--- config.mk ---
export PLATFORM = sky130hd
export DESIGN_NAME = text_console_cursor_writer_unit
export DESIGN_NICKNAME = d
export VERILOG_FILES = /design/src/tccw_pkg.sv /design/src/tccw_front.sv /design/src/tccw_queue.sv /design/src/tccw_back.sv /design/src/text_console_cursor_writer_unit.sv
export SDC_FILE = /design/constraint.sdc
export NUM_CORES = 1
export LEC_CHECK = 0
export BUFFER_PORTS_ARGS = -buffer_cell sky130_fd_sc_hd__buf_2
export CORE_UTILIZATION = 42
export CTS_CLUSTER_SIZE = 28
export DETAILED_ROUTE_END_ITERATION = 10
export HOLD_SLACK_MARGIN = 0.03
export SLEW_MARGIN = 30
export SYNTH_ARGS = -nofsm -noshare
export SYNTH_HDL_FRONTEND = slang
export SYNTH_HIERARCHICAL = 1
export SYNTH_SLANG_ARGS = --single-unit
--- constraint.sdc ---
create_clock -name i_clk -period 5.45 [get_ports i_clk]
set_input_delay 0.545 -clock i_clk [delete_from_list [all_inputs] [get_ports i_clk]]
set_output_delay 0.545 -clock i_clk [all_outputs]
set_load 0.03 [all_outputs]
--- src/tccw_pkg.sv ---
// shared types and constants for the text console cursor writer
// no dependencies; imported by every module of the block
package tccw_pkg;

    // control and printable codes of the character stream
    localparam logic [7:0] CH_NEWLINE   = 8'd10;
    localparam logic [7:0] CH_RETURN    = 8'd13;
    localparam logic [7:0] CH_TAB       = 8'd9;
    localparam logic [7:0] CH_BACKSPACE = 8'd8;
    localparam logic [7:0] CH_SPACE     = 8'd32;

    // screen geometry defaults
    localparam int COLUMNS_DEF  = 80;
    localparam int ROWS_DEF     = 24;
    localparam int TAB_STOP_DEF = 8;

    // most writes one tab may cause, and its counter width
    localparam int RESULT_LIMIT = 8;
    localparam int TAB_CNT_W    = 3;

    // cell index is computed at the width of the largest screen, then cut
    localparam int IDX_FULL_W = 12;
    localparam int IDX_W      = 11;

    // command queue between front and back
    localparam int Q_DEPTH = 4;
    localparam int Q_PTR_W = 2;
    localparam int Q_CNT_W = 3;

    // stream widths
    localparam int IN_DATA_W  = 16;
    localparam int OUT_DATA_W = 32;

    typedef enum logic [2:0] {
        K_PRINT,
        K_NEWLINE,
        K_RETURN,
        K_TAB,
        K_BKSP
    } t_kind;

    typedef struct packed {
        t_kind       kind;
        logic [7:0]  glyph;
        logic [7:0]  attr;
    } t_cmd;

    // queue status seen by the front
    typedef struct packed {
        logic full;
    } t_q_stat;

endpackage

--- src/tccw_front.sv ---
// front end: accepts character requests and classifies them into commands
// depends on tccw_pkg
module tccw_front (
    input  logic                               i_rst_n,
    input  logic                               i_s_tvalid,
    output logic                               o_s_tready,
    // [7:0] char_code, [15:8] attribute
    input  logic [tccw_pkg::IN_DATA_W-1:0]     i_s_tdata,
    input  tccw_pkg::t_q_stat                  i_q_stat,
    output logic                               o_push,
    output tccw_pkg::t_cmd                     o_cmd
);
    import tccw_pkg::*;

    logic [7:0] w_char;
    logic [7:0] w_attr;
    t_kind      w_kind;

    assign w_char = i_s_tdata[7:0];
    assign w_attr = i_s_tdata[15:8];

    // take a request whenever the queue has room
    assign o_s_tready = i_rst_n && !i_q_stat.full;
    assign o_push     = i_s_tvalid && o_s_tready;

    // classify the character byte
    always_comb begin
        case (w_char)
            CH_NEWLINE:   w_kind = K_NEWLINE;
            CH_RETURN:    w_kind = K_RETURN;
            CH_TAB:       w_kind = K_TAB;
            CH_BACKSPACE: w_kind = K_BKSP;
            default:      w_kind = K_PRINT;
        endcase
    end

    assign o_cmd.kind  = w_kind;
    assign o_cmd.glyph = w_char;
    assign o_cmd.attr  = w_attr;

endmodule

--- src/tccw_queue.sv ---
// short command queue between the front and back ends
// depends on tccw_pkg
module tccw_queue (
    input  logic                i_clk,
    input  logic                i_rst_n,
    input  logic                i_push,
    input  tccw_pkg::t_cmd      i_cmd,
    output tccw_pkg::t_q_stat   o_q_stat,
    output logic                o_valid,
    output tccw_pkg::t_cmd      o_cmd,
    input  logic                i_pop
);
    import tccw_pkg::*;

    t_cmd               r_mem [Q_DEPTH];
    logic [Q_PTR_W-1:0] r_wr_ptr;
    logic [Q_PTR_W-1:0] r_rd_ptr;
    logic [Q_CNT_W-1:0] r_count;
    logic               w_do_pop;

    assign w_do_pop       = i_pop && (r_count != '0);
    assign o_valid        = (r_count != '0);
    assign o_cmd          = r_mem[r_rd_ptr];
    assign o_q_stat.full  = (r_count == Q_CNT_W'(Q_DEPTH));

    // storage
    always_ff @(posedge i_clk) begin
        if (i_push) begin
            r_mem[r_wr_ptr] <= i_cmd;
        end
    end

    // pointers and fill count
    always_ff @(posedge i_clk) begin
        if (!i_rst_n) begin
            r_wr_ptr <= '0;
            r_rd_ptr <= '0;
            r_count  <= '0;
        end else begin
            if (i_push) begin
                r_wr_ptr <= r_wr_ptr + 1'b1;
            end
            if (w_do_pop) begin
                r_rd_ptr <= r_rd_ptr + 1'b1;
            end
            if (i_push && !w_do_pop) begin
                r_count <= r_count + 1'b1;
            end else if (!i_push && w_do_pop) begin
                r_count <= r_count - 1'b1;
            end
        end
    end

endmodule

--- src/tccw_back.sv ---
// back end: keeps the cursor, runs commands and drives the write stream
// depends on tccw_pkg
module tccw_back #(
    parameter int COLUMNS  = tccw_pkg::COLUMNS_DEF,
    parameter int ROWS     = tccw_pkg::ROWS_DEF,
    parameter int TAB_STOP = tccw_pkg::TAB_STOP_DEF
) (
    input  logic                               i_clk,
    input  logic                               i_rst_n,
    input  logic                               i_cmd_valid,
    input  tccw_pkg::t_cmd                     i_cmd,
    output logic                               o_pop,
    output logic                               o_m_tvalid,
    input  logic                               i_m_tready,
    // [10:0] cell_index, [18:11] glyph, [26:19] colour, [27] colour_write
    output logic [tccw_pkg::OUT_DATA_W-1:0]    o_m_tdata,
    output logic                               o_m_tlast
);
    import tccw_pkg::*;

    localparam int RW = (ROWS > 1) ? $clog2(ROWS) : 1;
    localparam int CW = $clog2(COLUMNS);
    localparam int PW = (TAB_STOP > 1) ? $clog2(TAB_STOP) : 1;
    localparam logic [RW-1:0] ROW_LAST = RW'(ROWS - 1);
    localparam logic [CW-1:0] COL_LAST = CW'(COLUMNS - 1);
    localparam logic [PW-1:0] PH_LAST  = PW'(TAB_STOP - 1);
    localparam logic [PW-1:0] PH_EOL   = PW'((COLUMNS - 1) % TAB_STOP);

    // cursor, with its column kept modulo the tab stop as well
    logic [RW-1:0]        r_row,  n_row;
    logic [CW-1:0]        r_col,  n_col;
    logic [PW-1:0]        r_ph,   n_ph;
    // tab in progress
    logic                 r_tab_busy, n_tab_busy;
    logic [7:0]           r_tab_attr, n_tab_attr;
    logic [TAB_CNT_W-1:0] r_tab_cnt,  n_tab_cnt;
    // output register
    logic                 r_out_valid, n_out_valid;
    logic [OUT_DATA_W-1:0] r_out_data, n_out_data;
    logic                 r_out_last,  n_out_last;

    logic                 w_slot;
    logic                 w_pop;
    logic [RW-1:0]        w_nl_row;
    logic [RW-1:0]        w_adv_row;
    logic [CW-1:0]        w_adv_col;
    logic [PW-1:0]        w_adv_ph;
    logic [RW-1:0]        w_bk_row;
    logic [CW-1:0]        w_bk_col;
    logic [PW-1:0]        w_bk_ph;
    logic                 w_at_home;
    logic                 w_use_bk;
    logic [RW-1:0]        w_e_row;
    logic [CW-1:0]        w_e_col;
    logic [IDX_FULL_W-1:0] w_idx_full;
    logic [IDX_W-1:0]     w_idx;

    // output slot frees up when the held write is taken
    assign w_slot = !r_out_valid || i_m_tready;

    // next row with wrap, no scroll
    assign w_nl_row = (r_row == ROW_LAST) ? '0 : r_row + 1'b1;

    // cursor after writing one cell
    always_comb begin
        if (r_col == COL_LAST) begin
            w_adv_row = w_nl_row;
            w_adv_col = '0;
            w_adv_ph  = '0;
        end else begin
            w_adv_row = r_row;
            w_adv_col = r_col + 1'b1;
            w_adv_ph  = (r_ph == PH_LAST) ? '0 : r_ph + 1'b1;
        end
    end

    // cursor after one backspace
    always_comb begin
        if (r_col != '0) begin
            w_bk_row = r_row;
            w_bk_col = r_col - 1'b1;
            w_bk_ph  = (r_ph == '0) ? PH_LAST : r_ph - 1'b1;
        end else begin
            w_bk_row = r_row - 1'b1;
            w_bk_col = COL_LAST;
            w_bk_ph  = PH_EOL;
        end
    end

    assign w_at_home = (r_row == '0) && (r_col == '0);

    // cell index of the write: current cursor, or the stepped-back one
    assign w_use_bk   = !r_tab_busy && (i_cmd.kind == K_BKSP);
    assign w_e_row    = w_use_bk ? w_bk_row : r_row;
    assign w_e_col    = w_use_bk ? w_bk_col : r_col;
    assign w_idx_full = IDX_FULL_W'(w_e_row) * IDX_FULL_W'(COLUMNS) + IDX_FULL_W'(w_e_col);
    assign w_idx      = w_idx_full[IDX_W-1:0];

    // command sequencer
    always_comb begin
        logic [7:0]           v_attr;
        logic [TAB_CNT_W-1:0] v_cnt;
        logic                 v_last;

        n_row       = r_row;
        n_col       = r_col;
        n_ph        = r_ph;
        n_tab_busy  = r_tab_busy;
        n_tab_attr  = r_tab_attr;
        n_tab_cnt   = r_tab_cnt;
        n_out_valid = r_out_valid && !i_m_tready;
        n_out_data  = r_out_data;
        n_out_last  = r_out_last;
        w_pop       = 1'b0;
        v_attr      = r_tab_attr;
        v_cnt       = r_tab_cnt;
        v_last      = 1'b0;

        if (w_slot && (r_tab_busy || i_cmd_valid)) begin
            if (!r_tab_busy) begin
                w_pop  = 1'b1;
                v_attr = i_cmd.attr;
                v_cnt  = '0;
            end
            if (r_tab_busy || i_cmd.kind == K_TAB) begin
                // one space of a tab
                v_last      = (w_adv_ph == '0) || (v_cnt == TAB_CNT_W'(RESULT_LIMIT - 1));
                n_out_valid = 1'b1;
                n_out_data  = OUT_DATA_W'({1'b1, v_attr, CH_SPACE, w_idx});
                n_out_last  = v_last;
                n_row       = w_adv_row;
                n_col       = w_adv_col;
                n_ph        = w_adv_ph;
                n_tab_busy  = !v_last;
                n_tab_attr  = v_attr;
                n_tab_cnt   = v_cnt + 1'b1;
            end else begin
                case (i_cmd.kind)
                    K_NEWLINE: begin
                        n_row = w_nl_row;
                        n_col = '0;
                        n_ph  = '0;
                    end
                    K_RETURN: begin
                        n_col = '0;
                        n_ph  = '0;
                    end
                    K_BKSP: begin
                        if (!w_at_home) begin
                            n_out_valid = 1'b1;
                            n_out_data  = OUT_DATA_W'({1'b0, 8'h00, CH_SPACE, w_idx});
                            n_out_last  = 1'b1;
                            n_row       = w_bk_row;
                            n_col       = w_bk_col;
                            n_ph        = w_bk_ph;
                        end
                    end
                    default: begin
                        // printable character
                        n_out_valid = 1'b1;
                        n_out_data  = OUT_DATA_W'({1'b1, i_cmd.attr, i_cmd.glyph, w_idx});
                        n_out_last  = 1'b1;
                        n_row       = w_adv_row;
                        n_col       = w_adv_col;
                        n_ph        = w_adv_ph;
                    end
                endcase
            end
        end
    end

    // state and output registers
    always_ff @(posedge i_clk) begin
        if (!i_rst_n) begin
            r_row       <= '0;
            r_col       <= '0;
            r_ph        <= '0;
            r_tab_busy  <= 1'b0;
            r_tab_cnt   <= '0;
            r_out_valid <= 1'b0;
        end else begin
            r_row       <= n_row;
            r_col       <= n_col;
            r_ph        <= n_ph;
            r_tab_busy  <= n_tab_busy;
            r_tab_cnt   <= n_tab_cnt;
            r_out_valid <= n_out_valid;
        end
        r_tab_attr <= n_tab_attr;
        r_out_data <= n_out_data;
        r_out_last <= n_out_last;
    end

    assign o_pop      = w_pop;
    assign o_m_tvalid = r_out_valid;
    assign o_m_tdata  = r_out_data;
    assign o_m_tlast  = r_out_last;

`ifndef SYNTHESIS
    // cursor stays on screen
    a_cursor_on_screen: assert property (@(posedge i_clk) disable iff (!i_rst_n)
        (r_col <= COL_LAST) && (r_row <= ROW_LAST))
        else $error("cursor left the screen");

    // no command is taken while a tab is still writing spaces
    a_no_pop_in_tab: assert property (@(posedge i_clk) disable iff (!i_rst_n)
        r_tab_busy |-> !w_pop)
        else $error("command popped during tab");

    // a tab in progress never goes past the write limit
    a_tab_limit: assert property (@(posedge i_clk) disable iff (!i_rst_n)
        r_tab_busy |-> (r_tab_cnt != '0))
        else $error("tab count out of range");

    // a character-only write carries a zero colour
    a_colour_zero: assert property (@(posedge i_clk) disable iff (!i_rst_n)
        (r_out_valid && !r_out_data[27]) |-> (r_out_data[26:19] == 8'h00))
        else $error("colour set on character-only write");

    // mid-tab writes are never marked last
    a_tab_not_last: assert property (@(posedge i_clk) disable iff (!i_rst_n)
        (r_out_valid && r_tab_busy) |-> !r_out_last)
        else $error("tab write marked last while tab continues");
`endif

endmodule

--- src/text_console_cursor_writer_unit.sv ---
// top level of the text console cursor writer
// depends on tccw_pkg, tccw_front, tccw_queue and tccw_back

// Takes one character request per cycle (char_code, attribute) and produces
// write requests for a text-mode cell buffer of ROWS by COLUMNS cells; the
// cell sits at byte address 0xB8000 + 2 * cell_index, character in the even
// byte and attribute in the odd one. The front end accepts a request every
// cycle while its four-entry command queue has room. The back end, which
// owns the cursor, runs one command at a time: a printable character or a
// backspace gives one write, newline, carriage return and a backspace at home
// give none, and a tab gives one write per cycle while the output is free,
// up to the next tab stop, at most min(TAB_STOP, 8) writes. Throughput is set
// by the cursor loop and the output register, which holds a write until taken.
module text_console_cursor_writer_unit #(
    parameter int COLUMNS  = tccw_pkg::COLUMNS_DEF,
    parameter int ROWS     = tccw_pkg::ROWS_DEF,
    parameter int TAB_STOP = tccw_pkg::TAB_STOP_DEF
) (
    input  logic                               i_clk,
    input  logic                               i_rst_n,
    input  logic                               i_s_tvalid,
    output logic                               o_s_tready,
    // [7:0] char_code, [15:8] attribute
    input  logic [tccw_pkg::IN_DATA_W-1:0]     i_s_tdata,
    output logic                               o_m_tvalid,
    input  logic                               i_m_tready,
    // [10:0] cell_index, [18:11] glyph, [26:19] colour, [27] colour_write
    output logic [tccw_pkg::OUT_DATA_W-1:0]    o_m_tdata,
    // last_write
    output logic                               o_m_tlast
);
    import tccw_pkg::*;

    t_q_stat w_q_stat;
    logic    w_push;
    t_cmd    w_push_cmd;
    logic    w_q_valid;
    t_cmd    w_q_cmd;
    logic    w_pop;

    // request intake and classification
    tccw_front u_front (
        .i_rst_n    (i_rst_n),
        .i_s_tvalid (i_s_tvalid),
        .o_s_tready (o_s_tready),
        .i_s_tdata  (i_s_tdata),
        .i_q_stat   (w_q_stat),
        .o_push     (w_push),
        .o_cmd      (w_push_cmd)
    );

    // command queue
    tccw_queue u_queue (
        .i_clk    (i_clk),
        .i_rst_n  (i_rst_n),
        .i_push   (w_push),
        .i_cmd    (w_push_cmd),
        .o_q_stat (w_q_stat),
        .o_valid  (w_q_valid),
        .o_cmd    (w_q_cmd),
        .i_pop    (w_pop)
    );

    // cursor and write generation
    tccw_back #(
        .COLUMNS  (COLUMNS),
        .ROWS     (ROWS),
        .TAB_STOP (TAB_STOP)
    ) u_back (
        .i_clk       (i_clk),
        .i_rst_n     (i_rst_n),
        .i_cmd_valid (w_q_valid),
        .i_cmd       (w_q_cmd),
        .o_pop       (w_pop),
        .o_m_tvalid  (o_m_tvalid),
        .i_m_tready  (i_m_tready),
        .o_m_tdata   (o_m_tdata),
        .o_m_tlast   (o_m_tlast)
    );

endmodule
==> flow_summary.toml, run 1 <==
[outcome]
status = "finished clean"

[grt]
gr-total-overflow = 0
grt_max_degree = 35
grt_pass1_vias = 4096
antenna_found_initial = 0
track_usage_pct = 16.70
grt_pass1_wl_um = 21250

[floorplan]
die_area_um2 = 17040
coreArea_um2 = 16000
boundaryPins = 55
die_x_um = 130.6
die_y_um = 130.6
initial_utilization_pct = 43.38
rows = 46

[power]
swShare_pct = 36.99
power.switching_uw = 1650
clockPowerShare_pct = 26.7
pwr-share-comb_pct = 37.9
power_frac_seq_pct = 35.4
p_per_area_nw_per_um2 = 567.2
power.internal_uw = 2810
ir_drop_mv = 0.3865
p_total_uw = 4460
p_leak_uw = 0.002882

[worst_setup_path]
cpLargestDelayFamily = "simple AND/OR/NAND/NOR gates"
cp-end-kind = "flip-flop"
worstPathRequired_ns = 5.62
crit_fanout = 17
critPathBufInv = 3
critical_path_class = "flip-flop to flip-flop"
slowest_stage = "mux4_1"
cp.arrival_ns = 4.91
critical_path.startpoint_type = "flip-flop"
path_cells = "buf_4 > mux4_1 > nor4b_2 > buf_4 > inv_2 > nor3_2 > nand2_1 > xnor2_1 > ha_1 > fa_1 > xnor2_1 > or3b_2 > xnor2_1 > xnor2_1"
max_stage_delay_ns = 0.76
critPathMostFrequentCell = "xnor2_1"

[synthesis]
ys_types = 68
synth_edf_count = 113
yosys_register_bits = 142
synthFlopType = "edfxtp_1"
yosysTopAreaCell = "edfxtp_1"
yosys-top-cells-area = "edfxtp_1 49%, dfxtp_1 8.4%, ha_1 4.5%, mux4_1 3.4%, mux4_2 3.2%"
async_reset_ff_share_pct = 0
netlist_area_um2 = 6940
avgSynthCellArea_um2 = 13.50
synth_top_area_share_pct = 48.89
syn_inst = 514
ys_warn_count = 6
synth_seq_area_share_pct = 57.26

[sta]
rsz0062_at_grt = "no"
drv_slew = 0
post-route-min-period_ns = 4.739
finalHoldViolCount = 0
setup_viol = 0
slew_headroom_pct = 48.08
worst_pin_slew_ns = 0.7788
skew_ns = 0.01535
fin_setup_tns_ns = 0
postLayoutSetupSlackWorst_ns = 0.7114
fmax_mhz = 211.0
finalCritPeriodShare_pct = 86.95

[route]
wl_um = 13270
wl_per_cell_um = 17.12
route.detailed.drc = 0
vias = 4220
drt_pass1_iterations = 5
ant_nets = 0
vias_per_cell = 5.445
drt_iter0_drc = 228

[cts]
clock_latency_ns = 0.42
h-tree-depth = 4
root_buffer = "clkbuf_16"
clk_pin_slew_worst_paths_ns = 0.07
post-cts-setup-buffers = 0
cts_buffer_depth = 2
cts_buffers = 17
hold_buffers = 0
cts.sinks = 142
cts_resized = 0
tritoncts = "done"

[cells_and_area]
area_delta_synth_final_pct = 13.29
antennaDiodeCount = 0
final_nets = 594
layout-drive-gt1-share_pct = 23.08
fin_area_um2 = 7863

[placement]
place_area_um2 = 7252
gp_congestion = 0.8797
dp_hpwl_um = 8749
pre_cts_slack_ns = 0.7006
io_buffers = 50

[run]
maxCapViolations = 0

[min_path]
hp-class = "input port to flip-flop"
==> worst paths after layout <==
kind / from / endpoint / slack [ns] / depth (start not counted)
setup / recovery: flip-flop / u_back/o_m_tdata[10] / 0.71 / 14
hold / removal: i_s_tdata[9] / u_queue/r_mem[3][1] / 0.34 / 1
hold reg to reg: u_back/r_tab_cnt[1] / u_back/r_tab_cnt[1] / 0.51 / 2
setup reg to reg: flip-flop / u_back/o_m_tdata[10] / 0.71 / 14
==> cell usage in the layout (no fill, tap or decap), types with 5 or more instances in the layout <==
cell,instances
dfxtp_1,28
nand2b_1,9
nor3_1,11
clkbuf_16,17
ha_1,25
inv_1,15
nor2b_1,9
xor2_1,5
nand3_1,10
a22o_1,9
o21ai_0,17
mux2i_1,5
buf_2,50
mux2_2,8
xnor2_1,17
nand2_1,23
and2_1,17
nor2_1,20
o21a_1,5
edfxtp_1,113
mux4_1,9
mux4_2,10
a22oi_1,7
a21oi_1,20
==> flip-flops by register name (all words and copies together) (netlist names), named ones only <==
signal	count
u_queue/r_mem	76
u_back/o_m_tdata	28
u_back/r_tab_attr	8
u_back/r_col	7
u_back/r_row	5
u_back/r_ph	3
u_back/r_tab_cnt	3
u_queue/r_count	3
u_queue/r_rd_ptr	2
u_queue/r_wr_ptr	2
u_back/o_m_tlast	1
u_back/o_m_tvalid	1
u_back/r_tab_busy	1
==> metrics by stage <==
stage	instances	hold WS [ns]	utilization [%]
global route	775	0.3369	49.14
detailed placement	743	0.4980	45.32
CTS	775	0.3280	49.13
global placement	742	0.4893	45.10
finish	775	0.3377	49.14
floorplan	517	0.4704	-
==> area by class of cell <==
cell class | instances | area (um2)
Clock buffer | 18 | 429.2
Clock inverter | 14 | 180.2
Fill cell | 1403 | 8138
Inverter | 16 | 60.06
Multi-Input combinational cell | 314 | 2640
Sequential cell | 142 | 3975
Tap cell | 216 | 270.3
Timing Repair Buffer | 55 | 307.8
==> per-layer routing <==
layer	routed length, um	global-route usage [%]	part of all wire (%)	vias to the layer above
li1	-	-	-	1984
met1	5961	21.40	45	2082
met2	6441	27.02	49	137
met3	689	4.845	5.2	17
met4	174	5.882	1.3	0
met5	0	0	0	-
==> synthesized netlist by cell type (10+ instances only) <==
cell type and instances:
dfxtp_1 29, clkbuf_1 11, xnor2_1 17, nand3_1 10
o21ai_0 17, mux4_2 10, and2_1 21, inv_1 15
ha_1 25, nor3_1 11, a21oi_1 21, edfxtp_1 113
nand2_1 23, nor2_1 21, buf_4 21
==> logic make-up after synthesis <==
kind of cell	share of synthesized area (%)
flops	57.26
simple gates	10.74
compound gates	9.987
buf+inv	5.138
mux	8.672
fa+ha+maj	5.372
xor+xnor	2.776
other cells	0.05403
==> power by group through the flow <==
stage	Sequential (uW)	Clock (uW)	Combinational, uW
after global routing	1610	1260	1840
final	1580	1190	1690
after floorplan	1780	0	1080
after CTS	1580	1210	1700
after detailed placement	1600	0	1680
after global placement	1600	0	1620
(Power assumes the default switching activity.)
==> inputs of run 2 (changes only) <==
--- a/config.mk
+++ b/config.mk
@@ -9,6 +9,7 @@
 export CORE_UTILIZATION = 42
 export CTS_CLUSTER_SIZE = 28
 export DETAILED_ROUTE_END_ITERATION = 10
+export GPL_TIMING_DRIVEN = 0
 export HOLD_SLACK_MARGIN = 0.03
 export SLEW_MARGIN = 30
 export SYNTH_ARGS = -nofsm -noshare
==> run 2 against run 1 <==
Sequential share of layout area fell by 1.1 points. First-iteration DRC count rose by 0.88%. Design area increased by 2.2%. Via count rose by 2.0%. Worst setup slack better by 0.055 ns. Routed wire length is 2.3% higher. Total power shrank 1.2%. Non-clock buffer count is 33 higher. Register-to-register slack improved by 0.06 ns. Utilization rose by 1.1 points. Critical path type unchanged.
==> flow_summary.toml, run 2 (synthesized netlist as in run 1, its figures left out) <==
[grt]
gr-total-overflow = 0
grt_max_degree = 20
grt_pass1_vias = 4190
grt_pass1_wl_um = 21530
track_usage_pct = 17.10
antenna_found_initial = 0

[cts]
post-cts-setup-buffers = 0
tritoncts = "done"
cts_resized = 0
root_buffer = "clkbuf_16"
h-tree-depth = 4
hold_buffers = 0
cts.sinks = 142
cts_buffers = 17
clk_pin_slew_worst_paths_ns = 0.06
cts_buffer_depth = 2
clock_latency_ns = 0.41

[cells_and_area]
mostFrequentLayoutCells = "113 x edfxtp_1, 50 x buf_2, 29 x dfxtp_1"
final_nets = 627
area_delta_synth_final_pct = 15.76
largest_reg_flops = 76
largest_register = "u_queue/r_mem"
layout_commonest_cell = "edfxtp_1"
antennaDiodeCount = 0
layout-drive-gt1-share_pct = 25.17
fillCellCount = 1452

[power]
p_total_uw = 4408
ir_drop_mv = 0.2960
p_leak_uw = 0.002977
p_per_area_nw_per_um2 = 548.6

[placement]
io_buffers = 42
pre_cts_slack_ns = 0.7358
gp_congestion = 0.8321
dp_hpwl_um = 9200

[sta]
skew_ns = 0.008564
setup_viol = 0
post-route-min-period_ns = 4.683
finalCritPeriodShare_pct = 85.93
slew_headroom_pct = 47.41
rsz0062_at_grt = "no"
fin_setup_tns_ns = 0
fmax_mhz = 213.5
postLayoutSetupSlackWorst_ns = 0.7666
drv_slew = 0
finalHoldViolCount = 0
worst_pin_slew_ns = 0.7859

[route]
drt_pass1_iterations = 4
wl_um = 13570
route.detailed.drc = 0
ant_nets = 0
wl_per_cell_um = 16.79
vias_per_cell = 5.328
vias = 4305
drt_iter0_drc = 230

[min_path]
hp-class = "input port to flip-flop"

[worst_setup_path]
cp-end-kind = "flip-flop"
critPathBufInv = 3
critPathMostFrequentCell = "xnor2_1"
worstPathRequired_ns = 5.61
path_cells = "buf_6 > mux4_1 > buf_2 > nor4b_2 > buf_2 > nand2_1 > nor2_1 > xor2_1 > ha_1 > ha_1 > fa_1 > xnor2_1 > or3b_2 > xnor2_1 > xnor2_1"
cpLargestDelayFamily = "simple AND/OR/NAND/NOR gates"
r2r_setup_slack_ns = 0.77
critical_path.startpoint_type = "flip-flop"
crit_fanout = 10
critical_path_class = "flip-flop to flip-flop"
slowest_stage = "mux4_1"
cp.arrival_ns = 4.84
max_stage_delay_ns = 0.56

[floorplan]
die_y_um = 130.6
boundaryPins = 55
die_area_um2 = 17040
initial_utilization_pct = 43.38
die_x_um = 130.6
coreArea_um2 = 16000
rows = 46

[run]
maxCapViolations = 0

[outcome]
status = "finished clean"
-- run 2: power by group --
group	internal [uW]	switching [uW]
Combinational	676	1110
Sequential	1450	91.4
Clock	598	475
Total	2730	1680
-- run 2: final timing paths --
path / from / endpoint / depth (start not counted)
max reg2reg: flip-flop / u_back/o_m_tdata[10] / 15
min reg2reg: u_back/r_ph[2] / u_back/r_ph[2] / 2
max: flip-flop / u_back/o_m_tdata[10] / 15
min: i_s_tdata[15] / u_queue/r_mem[3][7] / 1
-- run 2: final cells by class --
type / instances / area (um2) / area share [%]
Sequential cell: 142 / 3974 / 49.46
Clock inverter: 14 / 126.4 / 1.573
Buffer: 45 / 296.5 / 3.691
Tap cell: 216 / 270.3 / 3.364
Timing Repair Buffer: 43 / 237.7 / 2.959
Inverter: 16 / 60.06 / 0.7475
Clock buffer: 18 / 429.2 / 5.342
Multi-Input combinational cell: 314 / 2640 / 32.86
-- run 2: worst reg2reg max path, cell delays in order (launching register included) --
cell,delay [ns]
dfxtp_1,0.32
buf_6,0.18
mux4_1,0.56
buf_2,0.20
nor4b_2,0.46
buf_2,0.34
nand2_1,0.09
nor2_1,0.18
xor2_1,0.26
ha_1,0.28
ha_1,0.23
fa_1,0.39
xnor2_1,0.16
or3b_2,0.49
xnor2_1,0.15
xnor2_1,0.14
-- run 2: per-layer routing --
layer	part of all wire [%]	up-vias	wire length [um]	track usage (%)
met4	1.3	0	179	6.761
met5	0	-	0	0
met3	5.1	19	686	4.520
met2	50	125	6753	28.66
li1	-	2058	-	-
met1	44	2103	5949	21.09
-- run 2: stage by stage --
stage	instance area, um2	hold slack, ns	instances	util [%]
3_3_place_gp	7432	0.4903	775	46.45
4_1_cts	8031	0.3074	808	50.20
6_report	8034	0.3287	808	50.21
2_1_floorplan	6952	0.4704	517	-
5_1_grt	8034	0.2953	808	50.21
3_5_place_dp	7476	0.4961	776	46.72
